File: src/hw/rtl/pfba_pkg.sv
// Shared types and constants of the page frame bitmap allocator.
`default_nettype none

package pfba_pkg;

  // bitmap is stored as words of this many frames
  localparam int WORD_BITS = 32;
  localparam int WB_W      = $clog2(WORD_BITS);
  localparam int POP_W     = WB_W + 1;

  localparam int MAX_FRAMES_DEF = 1024;

  // fixed field widths
  localparam int OP_W       = 3;
  localparam int FRAME_W    = 10;
  localparam int END_W      = 11;
  localparam int STATUS_W   = 3;
  localparam int FREE_W     = 11;
  localparam int PAGES_W    = 11;
  localparam int CFG_IDX_W  = 2;
  localparam int CFG_DATA_W = 11;
  localparam int IN_W       = OP_W + FRAME_W + END_W;
  localparam int OUT_W      = STATUS_W + FRAME_W + FREE_W;

  typedef enum logic [OP_W-1:0] {
    OP_ALLOC = 3'd0,
    OP_TOP   = 3'd1,
    OP_FREE  = 3'd2,
    OP_MARK  = 3'd3,
    OP_COUNT = 3'd4
  } op_t;

  typedef enum logic [STATUS_W-1:0] {
    ST_OK           = 3'd0,
    ST_NONE_FREE    = 3'd1,
    ST_TOP_USED     = 3'd2,
    ST_ALREADY_FREE = 3'd3,
    ST_OUT_OF_RANGE = 3'd4
  } status_t;

  typedef enum logic [CFG_IDX_W-1:0] {
    CFG_PAGES    = 2'd0,
    CFG_PAGING   = 2'd1,
    CFG_RESERVED = 2'd2,
    CFG_TOP      = 2'd3
  } cfg_idx_t;

  typedef enum logic [1:0] {
    S_CLEAR,
    S_IDLE,
    S_SCAN,
    S_HOLD
  } state_t;

  // per-word result flags from the word unit
  typedef struct packed {
    logic            alloc_hit;
    logic [WB_W-1:0] alloc_bit;
    logic            tgt_hit;
    logic            tgt_busy;
  } wres_t;

  // undefined codes behave like a count request
  function automatic op_t decode_op(input logic [OP_W-1:0] code);
    op_t op;
    case (code)
      3'd0:    op = OP_ALLOC;
      3'd1:    op = OP_TOP;
      3'd2:    op = OP_FREE;
      3'd3:    op = OP_MARK;
      default: op = OP_COUNT;
    endcase
    return op;
  endfunction

endpackage

`default_nettype wire

File: src/hw/rtl/pfba_word_unit.sv
// Shared word unit: updates one bitmap word for the current request and counts it.
`default_nettype none

module pfba_word_unit #(
  parameter int XW   = 11,
  parameter int WIDX = 5
) (
  input  wire pfba_pkg::op_t                   op,
  input  wire logic [WIDX-1:0]                 word_idx,
  input  wire logic [pfba_pkg::WORD_BITS-1:0]  rdata,
  input  wire logic [XW-1:0]                   n,
  input  wire logic [XW-1:0]                   start,
  input  wire logic [XW-1:0]                   lo,
  input  wire logic [XW-1:0]                   hi,
  input  wire logic [XW-1:0]                   tgt,
  input  wire logic                            alloc_en,
  output logic      [pfba_pkg::WORD_BITS-1:0]  wdata,
  output logic                                 we,
  output logic      [pfba_pkg::POP_W-1:0]      pop,
  output pfba_pkg::wres_t                      res
);
  import pfba_pkg::*;

  localparam int HW = XW - WB_W;
  localparam logic [WORD_BITS-1:0] ONES = '1;

  // bits of word w whose frame index is below lim
  function automatic logic [WORD_BITS-1:0] lt_mask(input logic [WIDX-1:0] w,
                                                    input logic [XW-1:0] lim);
    logic [HW-1:0] wx;
    logic [WORD_BITS-1:0] m;
    wx = HW'(w);
    if (wx < lim[XW-1:WB_W]) begin
      m = ONES;
    end else if (wx == lim[XW-1:WB_W]) begin
      m = ~(ONES << lim[WB_W-1:0]);
    end else begin
      m = '0;
    end
    return m;
  endfunction

  logic [WORD_BITS-1:0] valid;
  logic [WORD_BITS-1:0] cand;
  logic [WORD_BITS-1:0] tmask;
  logic [WORD_BITS-1:0] span;
  logic [WB_W-1:0]      low_bit;

  always_comb begin
    valid = lt_mask(word_idx, n);
    cand  = ~rdata & valid & ~lt_mask(word_idx, start);
    span  = ~lt_mask(word_idx, lo) & lt_mask(word_idx, hi) & valid;
    tmask = (HW'(word_idx) == tgt[XW-1:WB_W]) ?
            ((WORD_BITS)'(1) << tgt[WB_W-1:0]) & valid : '0;
    low_bit = '0;
    for (int i = WORD_BITS - 1; i >= 0; i--) begin
      if (cand[i]) begin
        low_bit = WB_W'(i);
      end
    end
  end

  always_comb begin
    wdata         = rdata;
    res.alloc_hit = 1'b0;
    res.alloc_bit = low_bit;
    res.tgt_hit   = |tmask;
    res.tgt_busy  = |(rdata & tmask);
    case (op)
      OP_ALLOC: begin
        if (alloc_en && (|cand)) begin
          res.alloc_hit = 1'b1;
          wdata = rdata | ((WORD_BITS)'(1) << low_bit);
        end
      end
      OP_TOP: begin
        if (res.tgt_hit && !res.tgt_busy) begin
          wdata = rdata | tmask;
        end
      end
      OP_FREE: begin
        if (res.tgt_busy) begin
          wdata = rdata & ~tmask;
        end
      end
      OP_MARK: wdata = rdata | span;
      default: wdata = rdata;
    endcase
    we  = (wdata != rdata);
    pop = POP_W'($countones(wdata & valid));
  end

endmodule

`default_nettype wire

File: src/hw/rtl/page_frame_bitmap_allocator.sv
// Top level of the page frame bitmap allocator: sequencer, bitmap memory, config, output.
`default_nettype none

// Channel   Dir  Width  Contents
// s_axis    in   24     request: operation [2:0], frame [12:3], range_end [23:13]
// m_axis    out  24     result: status [2:0], granted_frame [12:3], free_frames [23:13]
// cfg       in   2+11   write enable, register index, write data (no read-back)
//
// Every request takes one sweep over the bitmap words, NW = ceil(MAX_FRAMES / 32): each word
// is read into rdata, updated by the word unit and written back if it changed; after the
// last word the sequencer holds the result until the output register takes it, and only then
// takes the next request. The sweep is bound by the single read port of the bitmap memory and
// the one shared word unit.
// After reset the bitmap is cleared one word per cycle before the first
// request is taken; config writes are taken throughout.
// A finished result waits in the output register while the next request is taken; a
// second result waits in the sequencer until the output register frees up.

module page_frame_bitmap_allocator #(
  parameter int MAX_FRAMES = pfba_pkg::MAX_FRAMES_DEF
) (
  input  wire                                clk,
  input  wire                                rst,
  // operation, frame, range_end (from bit 0 up)
  input  wire  [pfba_pkg::IN_W-1:0]          s_axis_tdata,
  input  wire                                s_axis_tvalid,
  output logic                               s_axis_tready,
  // status, granted_frame, free_frames (from bit 0 up)
  output logic [pfba_pkg::OUT_W-1:0]         m_axis_tdata,
  output logic                               m_axis_tvalid,
  input  wire                                m_axis_tready,
  input  wire                                cfg_we,
  input  wire  [pfba_pkg::CFG_IDX_W-1:0]     cfg_index,
  input  wire  [pfba_pkg::CFG_DATA_W-1:0]    cfg_data
);
  import pfba_pkg::*;

  localparam int NW    = (MAX_FRAMES + WORD_BITS - 1) / WORD_BITS;
  localparam int WIDX  = (NW > 1) ? $clog2(NW) : 1;
  localparam int PW    = $clog2(MAX_FRAMES + 1);
  localparam int XW_A  = (PW > WIDX + WB_W) ? PW : WIDX + WB_W;
  localparam int XW    = (XW_A > PAGES_W) ? XW_A : PAGES_W;
  localparam logic [WIDX-1:0] LAST_WORD = WIDX'(NW - 1);
  localparam logic [XW-1:0]   MAX_X     = XW'(MAX_FRAMES);

  // ---------------- configuration registers ----------------
  logic [PAGES_W-1:0] pages_in_use;
  logic               paging_enabled;
  logic [FRAME_W-1:0] reserved_low_frames;
  logic [FRAME_W-1:0] top_frame;

  always_ff @(posedge clk) begin
    if (rst) begin
      pages_in_use        <= PAGES_W'(1024);
      paging_enabled      <= 1'b0;
      reserved_low_frames <= FRAME_W'(16);
      top_frame           <= FRAME_W'(1023);
    end else if (cfg_we) begin
      case (cfg_idx_t'(cfg_index))
        CFG_PAGES:    pages_in_use        <= cfg_data[PAGES_W-1:0];
        CFG_PAGING:   paging_enabled      <= cfg_data[0];
        CFG_RESERVED: reserved_low_frames <= cfg_data[FRAME_W-1:0];
        CFG_TOP:      top_frame           <= cfg_data[FRAME_W-1:0];
        default:      ;
      endcase
    end
  end

  // frames present, clamped to the bitmap size
  logic [XW-1:0] pages_x;
  logic [XW-1:0] n;
  logic [XW-1:0] start;
  assign pages_x = XW'(pages_in_use);
  assign n       = (pages_x > MAX_X) ? MAX_X : pages_x;
  assign start   = paging_enabled ? '0 : XW'(reserved_low_frames);

  // ---------------- request fields ----------------
  op_t           in_op;
  logic [XW-1:0] in_frame;
  logic [XW-1:0] in_end;
  assign in_op    = decode_op(s_axis_tdata[OP_W-1:0]);
  assign in_frame = XW'(s_axis_tdata[OP_W +: FRAME_W]);
  assign in_end   = XW'(s_axis_tdata[OP_W + FRAME_W +: END_W]);

  // ---------------- sequencer state ----------------
  state_t          state;
  state_t          state_next;
  logic [WIDX-1:0] clr_idx;
  logic [WIDX-1:0] rd_idx;
  logic            issue_on;
  logic            proc_valid;
  logic [WIDX-1:0] proc_idx;
  op_t             op_r;
  logic [XW-1:0]   lo_r;
  logic [XW-1:0]   hi_r;
  logic [XW-1:0]   tgt_r;
  logic            found;
  logic [XW-1:0]   grant;
  logic [XW-1:0]   used;
  status_t         status_r;

  logic            accept;
  logic            clr_mode;
  logic            scan_last;
  logic            out_load;

  assign accept    = s_axis_tvalid && s_axis_tready;
  assign scan_last = proc_valid && (proc_idx == LAST_WORD);

  always_comb begin
    state_next = state;
    case (state)
      S_CLEAR: if (clr_idx == LAST_WORD) state_next = S_IDLE;
      S_IDLE:  if (s_axis_tvalid) state_next = S_SCAN;
      S_SCAN:  if (scan_last) state_next = S_HOLD;
      S_HOLD:  if (!m_axis_tvalid || m_axis_tready) state_next = S_IDLE;
      default: state_next = S_CLEAR;
    endcase
  end

  always_comb begin
    s_axis_tready = (state == S_IDLE);
    clr_mode      = (state == S_CLEAR);
    out_load      = (state == S_HOLD) && (!m_axis_tvalid || m_axis_tready);
  end

  always_ff @(posedge clk) begin
    if (rst) begin
      state <= S_CLEAR;
    end else begin
      state <= state_next;
    end
  end

  // ---------------- bitmap memory ----------------
  logic [WORD_BITS-1:0] mem [NW];
  logic [WORD_BITS-1:0] rdata;
  logic [WORD_BITS-1:0] wdata;
  logic                 wu_we;
  logic [POP_W-1:0]     pop;
  wres_t                wres;

  always_ff @(posedge clk) begin
    if (clr_mode) begin
      mem[clr_idx] <= '0;
    end else if (proc_valid && wu_we) begin
      mem[proc_idx] <= wdata;
    end
  end

  always_ff @(posedge clk) begin
    rdata <= mem[rd_idx];
  end

  always_ff @(posedge clk) begin
    if (rst) begin
      clr_idx <= '0;
    end else if (clr_mode && clr_idx != LAST_WORD) begin
      clr_idx <= clr_idx + WIDX'(1);
    end
  end

  pfba_word_unit #(
    .XW   (XW),
    .WIDX (WIDX)
  ) u_word (
    .op       (op_r),
    .word_idx (proc_idx),
    .rdata    (rdata),
    .n        (n),
    .start    (start),
    .lo       (lo_r),
    .hi       (hi_r),
    .tgt      (tgt_r),
    .alloc_en (!found),
    .wdata    (wdata),
    .we       (wu_we),
    .pop      (pop),
    .res      (wres)
  );

  // ---------------- sweep ----------------
  logic [XW-1:0] used_sum;
  assign used_sum = used + XW'(pop);

  always_ff @(posedge clk) begin
    if (rst) begin
      issue_on   <= 1'b0;
      proc_valid <= 1'b0;
    end else begin
      proc_valid <= issue_on;
      if (accept) begin
        issue_on <= 1'b1;
      end else if (issue_on && rd_idx == LAST_WORD) begin
        issue_on <= 1'b0;
      end
    end
  end

  always_ff @(posedge clk) begin
    proc_idx <= rd_idx;
    if (accept) begin
      rd_idx <= '0;
    end else if (issue_on && rd_idx != LAST_WORD) begin
      rd_idx <= rd_idx + WIDX'(1);
    end
  end

  always_ff @(posedge clk) begin
    if (accept) begin
      op_r     <= in_op;
      lo_r     <= in_frame;
      hi_r     <= in_end;
      tgt_r    <= (in_op == OP_TOP) ? XW'(top_frame) : in_frame;
      found    <= 1'b0;
      grant    <= '0;
      used     <= '0;
      status_r <= ST_OK;
      // single-frame requests past the frames present change nothing
      if ((in_op == OP_TOP && XW'(top_frame) >= n) ||
          (in_op == OP_FREE && in_frame >= n)) begin
        status_r <= ST_OUT_OF_RANGE;
      end
    end else if (proc_valid) begin
      used <= used_sum;
      if (wres.alloc_hit) begin
        found <= 1'b1;
        grant <= XW'({proc_idx, wres.alloc_bit});
      end
      if (op_r == OP_TOP && wres.tgt_hit) begin
        if (wres.tgt_busy) begin
          status_r <= ST_TOP_USED;
        end else begin
          grant <= tgt_r;
        end
      end
      if (op_r == OP_FREE && wres.tgt_hit && !wres.tgt_busy) begin
        status_r <= ST_ALREADY_FREE;
      end
      if (scan_last && op_r == OP_ALLOC && !found && !wres.alloc_hit) begin
        status_r <= ST_NONE_FREE;
      end
    end
  end

  // ---------------- result register ----------------
  logic [XW-1:0] free_x;
  assign free_x = n - used;

  always_ff @(posedge clk) begin
    if (rst) begin
      m_axis_tvalid <= 1'b0;
    end else if (out_load) begin
      m_axis_tvalid <= 1'b1;
    end else if (m_axis_tready) begin
      m_axis_tvalid <= 1'b0;
    end
  end

  always_ff @(posedge clk) begin
    if (out_load) begin
      m_axis_tdata <= {free_x[FREE_W-1:0], grant[FRAME_W-1:0], status_r};
    end
  end

endmodule

`default_nettype wire

File: config.mk
export PLATFORM = sky130hd
export DESIGN_NAME = page_frame_bitmap_allocator
export DESIGN_NICKNAME = d
export VERILOG_FILES = /design/src/hw/rtl/pfba_pkg.sv /design/src/hw/rtl/pfba_word_unit.sv /design/src/hw/rtl/page_frame_bitmap_allocator.sv
export SDC_FILE = /design/constraint.sdc
export NUM_CORES = 2
export LEC_CHECK = 0
export ABC_CLOCK_PERIOD_IN_PS = 11150
export BUFFER_PORTS_ARGS = -buffer_cell sky130_fd_sc_hd__buf_2
export CAP_MARGIN = 15
export CORE_ASPECT_RATIO = 0.75
export CORE_UTILIZATION = 45
export CTS_BUF_LIST = sky130_fd_sc_hd__clkbuf_4 sky130_fd_sc_hd__clkbuf_8
export CTS_CLUSTER_SIZE = 10
export DETAILED_ROUTE_END_ITERATION = 16
export PLACE_DENSITY = 0.68
export SLEW_MARGIN = 20
export SYNTH_ARGS = -nofsm -noshare
export SYNTH_HDL_FRONTEND = slang
export SYNTH_HIERARCHICAL = 1
export SYNTH_SLANG_ARGS = --single-unit
File: constraint.sdc
create_clock -name clk -period 11.15 [get_ports clk]
set_input_delay 2.23 -clock clk [delete_from_list [all_inputs] [get_ports clk]]
set_output_delay 2.23 -clock clk [all_outputs]
set_load 0.01 [all_outputs]
==> reports/results.md <==
| Item | Value |
| --- | --- |
| Result of the run | finished clean |
| Aggregate global routing overflow | 0 |
| Startpoint Class | register |
| Library cell appearing most often on the critical path | sky130_fd_sc_hd__fa_1 |
| Most common library cell in the layout ignoring fill and taps | sky130_fd_sc_hd__edfxtp_1 |
| Number of antenna violations at the first check in global routing | 13 |
| Final total negative setup slack | 0 ps |
| Number of global-route vias before repair | 35100 |
| Final-layout worst hold slack | 417 ps |
| Remaining design rule violation count | 0 |
| Die ar. | 0.122 mm² |
| Net count, final | 4281 |
| Area growth from synthesis to layout | 13.8% |
| Half-perimeter wire length of the detailed placement result | 128000 µm |
| Clock sink count | 1191 |
| Hold-fix buffers, CTS | 0 |
| Final number of max-transition violations | 0 |
| Reg clk slew, reported paths | 60 ps |
| Worst clock skew on the final layout | 45.2 ps |
| Post-synthesis sequential element count | 1191 |
| Core area | 0.119 mm² |
| Count of different cell masters after synthesis | 98 |
| Worst relative slew slack | 22.5% |
| Buffers plus inverters on the worst setup path | 5 |
| EDFF count, synth | 1085 |
| Mapped Cells | 3833 |
| Largest net degree at the start of global routing | 124 |
| Highest-count cells in the layout ignoring fill and taps | sky130_fd_sc_hd__edfxtp_1, sky130_fd_sc_hd__mux2i_1, sky130_fd_sc_hd__buf_4 |
| Later-pin clock latency in the skew report | 910 ps |
| Final core area utilization | 51.9% |
| Avg Cell Area, Syn | 14.1 µm² |
| Starting density of the core | 45.6% |
| Fraction of layout cells with a size suffix above 1 | 21.0% |
| Power per unit of standard cell area | 352 mW/mm² |
| Part of the cycle the worst path needs | 96.8% |
| I/O pin total | 68 |
| Number of endpoints with negative hold slack in the final report | 0 |
| Starting DRC count in detailed routing | 5206 |
| Total chip power | 21.7 mW |
| Worst-margin pin slew | 1160 ps |
| Ratio of routed vias to standard cells | 6.42 |
| Overall global routing resource usage | 30.9% |
| Yosys warnings | 6 |
| Delay of the slowest critical-path stage | 540 ps |
| Kind of path behind the tightest hold check | reg -> reg |
| # setup viols final | 0 |
| Minimum clock period | 10790 ps |
| Total routed wirelength | 190000 µm |
| Total of buffers placed on input and output ports | 67 |
| Post-synthesis instance area | 0.0541 mm² |
| Leakage component of the power | 24.0 nW |
| Slowest cell on the critical path | sky130_fd_sc_hd__fa_1 |
| Max Fanout on Critical Path | 11 |
| CTS tree | built |
| Post-synthesis async set-or-reset flop share | 0% |
| First-pass GRT wire length | 265000 µm |
| Number of buffers added by the clock tree synthesis step | 175 |
| Max Freq | 92.7 MHz |
| Data arrival time at the worst-slack endpoint | 11550 ps |
| Cell Rows | 109 |
| Count of nets left with antenna violations after detail routing | 0 |
| Root buf cell | sky130_fd_sc_hd__clkbuf_8 |
| Sequential area share after synthesis | 64.2% |
| Last weighted congestion value of the routability-driven placer | 1.15 |
| Die X | 402 µm |
| Number of buffers on the longest clock path | 3 |
| Total via count after detailed routing | 37500 |
| H-tree levels | 4 |
| Detailed-routing iteration count for the pre-antenna-repair pass | 8 |
| CP Capture Type | register |
| VDD IR max | 2.05 mV |
| Commonest register cell after synthesis | sky130_fd_sc_hd__edfxtp_1 |
| Crit Path Class | reg -> reg |
| CP top delay family | adder cells |
| Chip Height | 302 µm |
| Critical path data required time | 11910 ps |
| Detail-routed net length per standard cell | 32.6 µm |
| Number of max-cap violations | 0 |
==> logic make-up after synthesis <==
logic type	synth area share, %
adder cells (fa/ha/maj)	2.74
buffers and inverters	2.75
XOR/XNOR	0.518
flip-flops	64.2
other	0.00693
AND/OR/NAND/NOR	9.47
multiplexers	10.9
AO/OA/AOI/OAI	9.48
==> state kept, by name (all words and copies together) (netlist names) <==
name / count
used: 11
op_r: 3
issue_on: 1
pages_in_use: 11
rdata: 32
rd_idx: 5
grant: 10
hi_r: 11
found: 1
mem: 1024
proc_valid: 1
status_r: 3
m_axis_tvalid: 1
reserved_low_frames: 10
paging_enabled: 1
proc_idx: 5
top_frame: 10
tgt_r: 10
clr_idx: 5
lo_r: 10
state: 2
m_axis_tdata: 24
==> power breakdown <==
| group | total (mW) | internal (mW) | switching, mW |
|---|---|---|---|
| registers | 5.40 | 5.01 | 0.394 |
| logic | 12.6 | 5.81 | 6.80 |
| clock network | 3.65 | 1.92 | 1.73 |
| total | 21.7 | 12.7 | 8.92 |
==> routing by layer <==
metal  track usage, %  part of all wire [%]  vias up
met5                0                 0.039        -
met4             8.40                   2.6       12
met3             10.4                    13      349
met2             41.5                    40     2322
met1             47.3                    45    19200
li1                 -                     -    15600
==> timing repair <==
| item | in CTS | in global routing |
|---|---|---|
| resized for setup | 0 | 31 |
| endpoints found under the setup margin | 0 | 7 |
| setup buffers | 0 | 8 |
==> final cells by class <==
| class | instances | area (µm²) |
|---|---|---|
| Antenna cell | 7 | 17.5 |
| Clock buffer | 266 | 3250 |
| Clock inverter | 53 | 375 |
| Fill cell | 9844 | 57000 |
| Inverter | 114 | 432 |
| Multi-Input combinational cell | 2324 | 18400 |
| Sequential cell | 1191 | 34700 |
| Tap cell | 1554 | 1940 |
| Timing Repair Buffer | 330 | 2400 |
==> worst paths after layout <==
path | from | endpoint | slack (ps) | cells after the start
max | paging_enabled$_SDFFE_PP0P_ | used[5]$_SDFFE_PP0P_ | 360 | 39
min | status_r[2]$_SDFFCE_PN0P_ | m_axis_tdata[2]$_DFFE_PP_ | 420 | 0
max reg2reg | paging_enabled$_SDFFE_PP0P_ | used[5]$_SDFFE_PP0P_ | 360 | 39
min reg2reg | status_r[2]$_SDFFCE_PN0P_ | m_axis_tdata[2]$_DFFE_PP_ | 420 | 0
==> through the flow <==
stage / std cells / worst slack [ps] / area [µm²]
6_report: 5839 / 362 / 61500
5_1_grt: 5836 / -1.37 / 61500
4_1_cts: 5821 / 343 / 61300
3_5_place_dp: 5502 / 391 / 57600
3_3_place_gp: 5501 / 484 / 57600
2_1_floorplan: 3843 / 1070 / 54100
==> synth_stat cells, types with 13 or more instances <==
library cell	count	area share [%]
sky130_fd_sc_hd__a22oi_1	110	1.5
sky130_fd_sc_hd__nand3_1	119	1.1
sky130_fd_sc_hd__and2_1	49	0.57
sky130_fd_sc_hd__a211oi_1	33	0.46
sky130_fd_sc_hd__fa_1	26	0.96
sky130_fd_sc_hd__buf_2	72	0.67
sky130_fd_sc_hd__a21o_1	28	0.39
sky130_fd_sc_hd__inv_1	114	0.79
sky130_fd_sc_hd__nor2b_1	103	1.2
sky130_fd_sc_hd__a31oi_1	34	0.39
sky130_fd_sc_hd__nand3b_1	24	0.33
sky130_fd_sc_hd__nor4_1	25	0.29
sky130_fd_sc_hd__o21ai_0	90	0.83
sky130_fd_sc_hd__nor3_1	37	0.34
sky130_fd_sc_hd__o31ai_1	13	0.18
sky130_fd_sc_hd__nor2_1	190	1.3
sky130_fd_sc_hd__ha_1	77	1.8
sky130_fd_sc_hd__or3_1	22	0.25
sky130_fd_sc_hd__nand2_1	221	1.5
sky130_fd_sc_hd__a21oi_1	225	2.1
sky130_fd_sc_hd__clkbuf_1	104	0.72
sky130_fd_sc_hd__a41oi_1	15	0.24
sky130_fd_sc_hd__o21a_1	21	0.29
sky130_fd_sc_hd__xnor2_1	22	0.36
sky130_fd_sc_hd__nand4_1	80	0.93
sky130_fd_sc_hd__and3_1	27	0.31
sky130_fd_sc_hd__o211ai_1	17	0.24
sky130_fd_sc_hd__dfxtp_1	106	3.9
sky130_fd_sc_hd__mux2i_1	289	5.3
sky130_fd_sc_hd__mux4_2	128	5.3
sky130_fd_sc_hd__buf_6	16	0.33
sky130_fd_sc_hd__edfxtp_1	1085	60
sky130_fd_sc_hd__nand2b_1	31	0.36
sky130_fd_sc_hd__o22ai_1	30	0.35
Note: power is estimated with default switching activity, not from simulation.
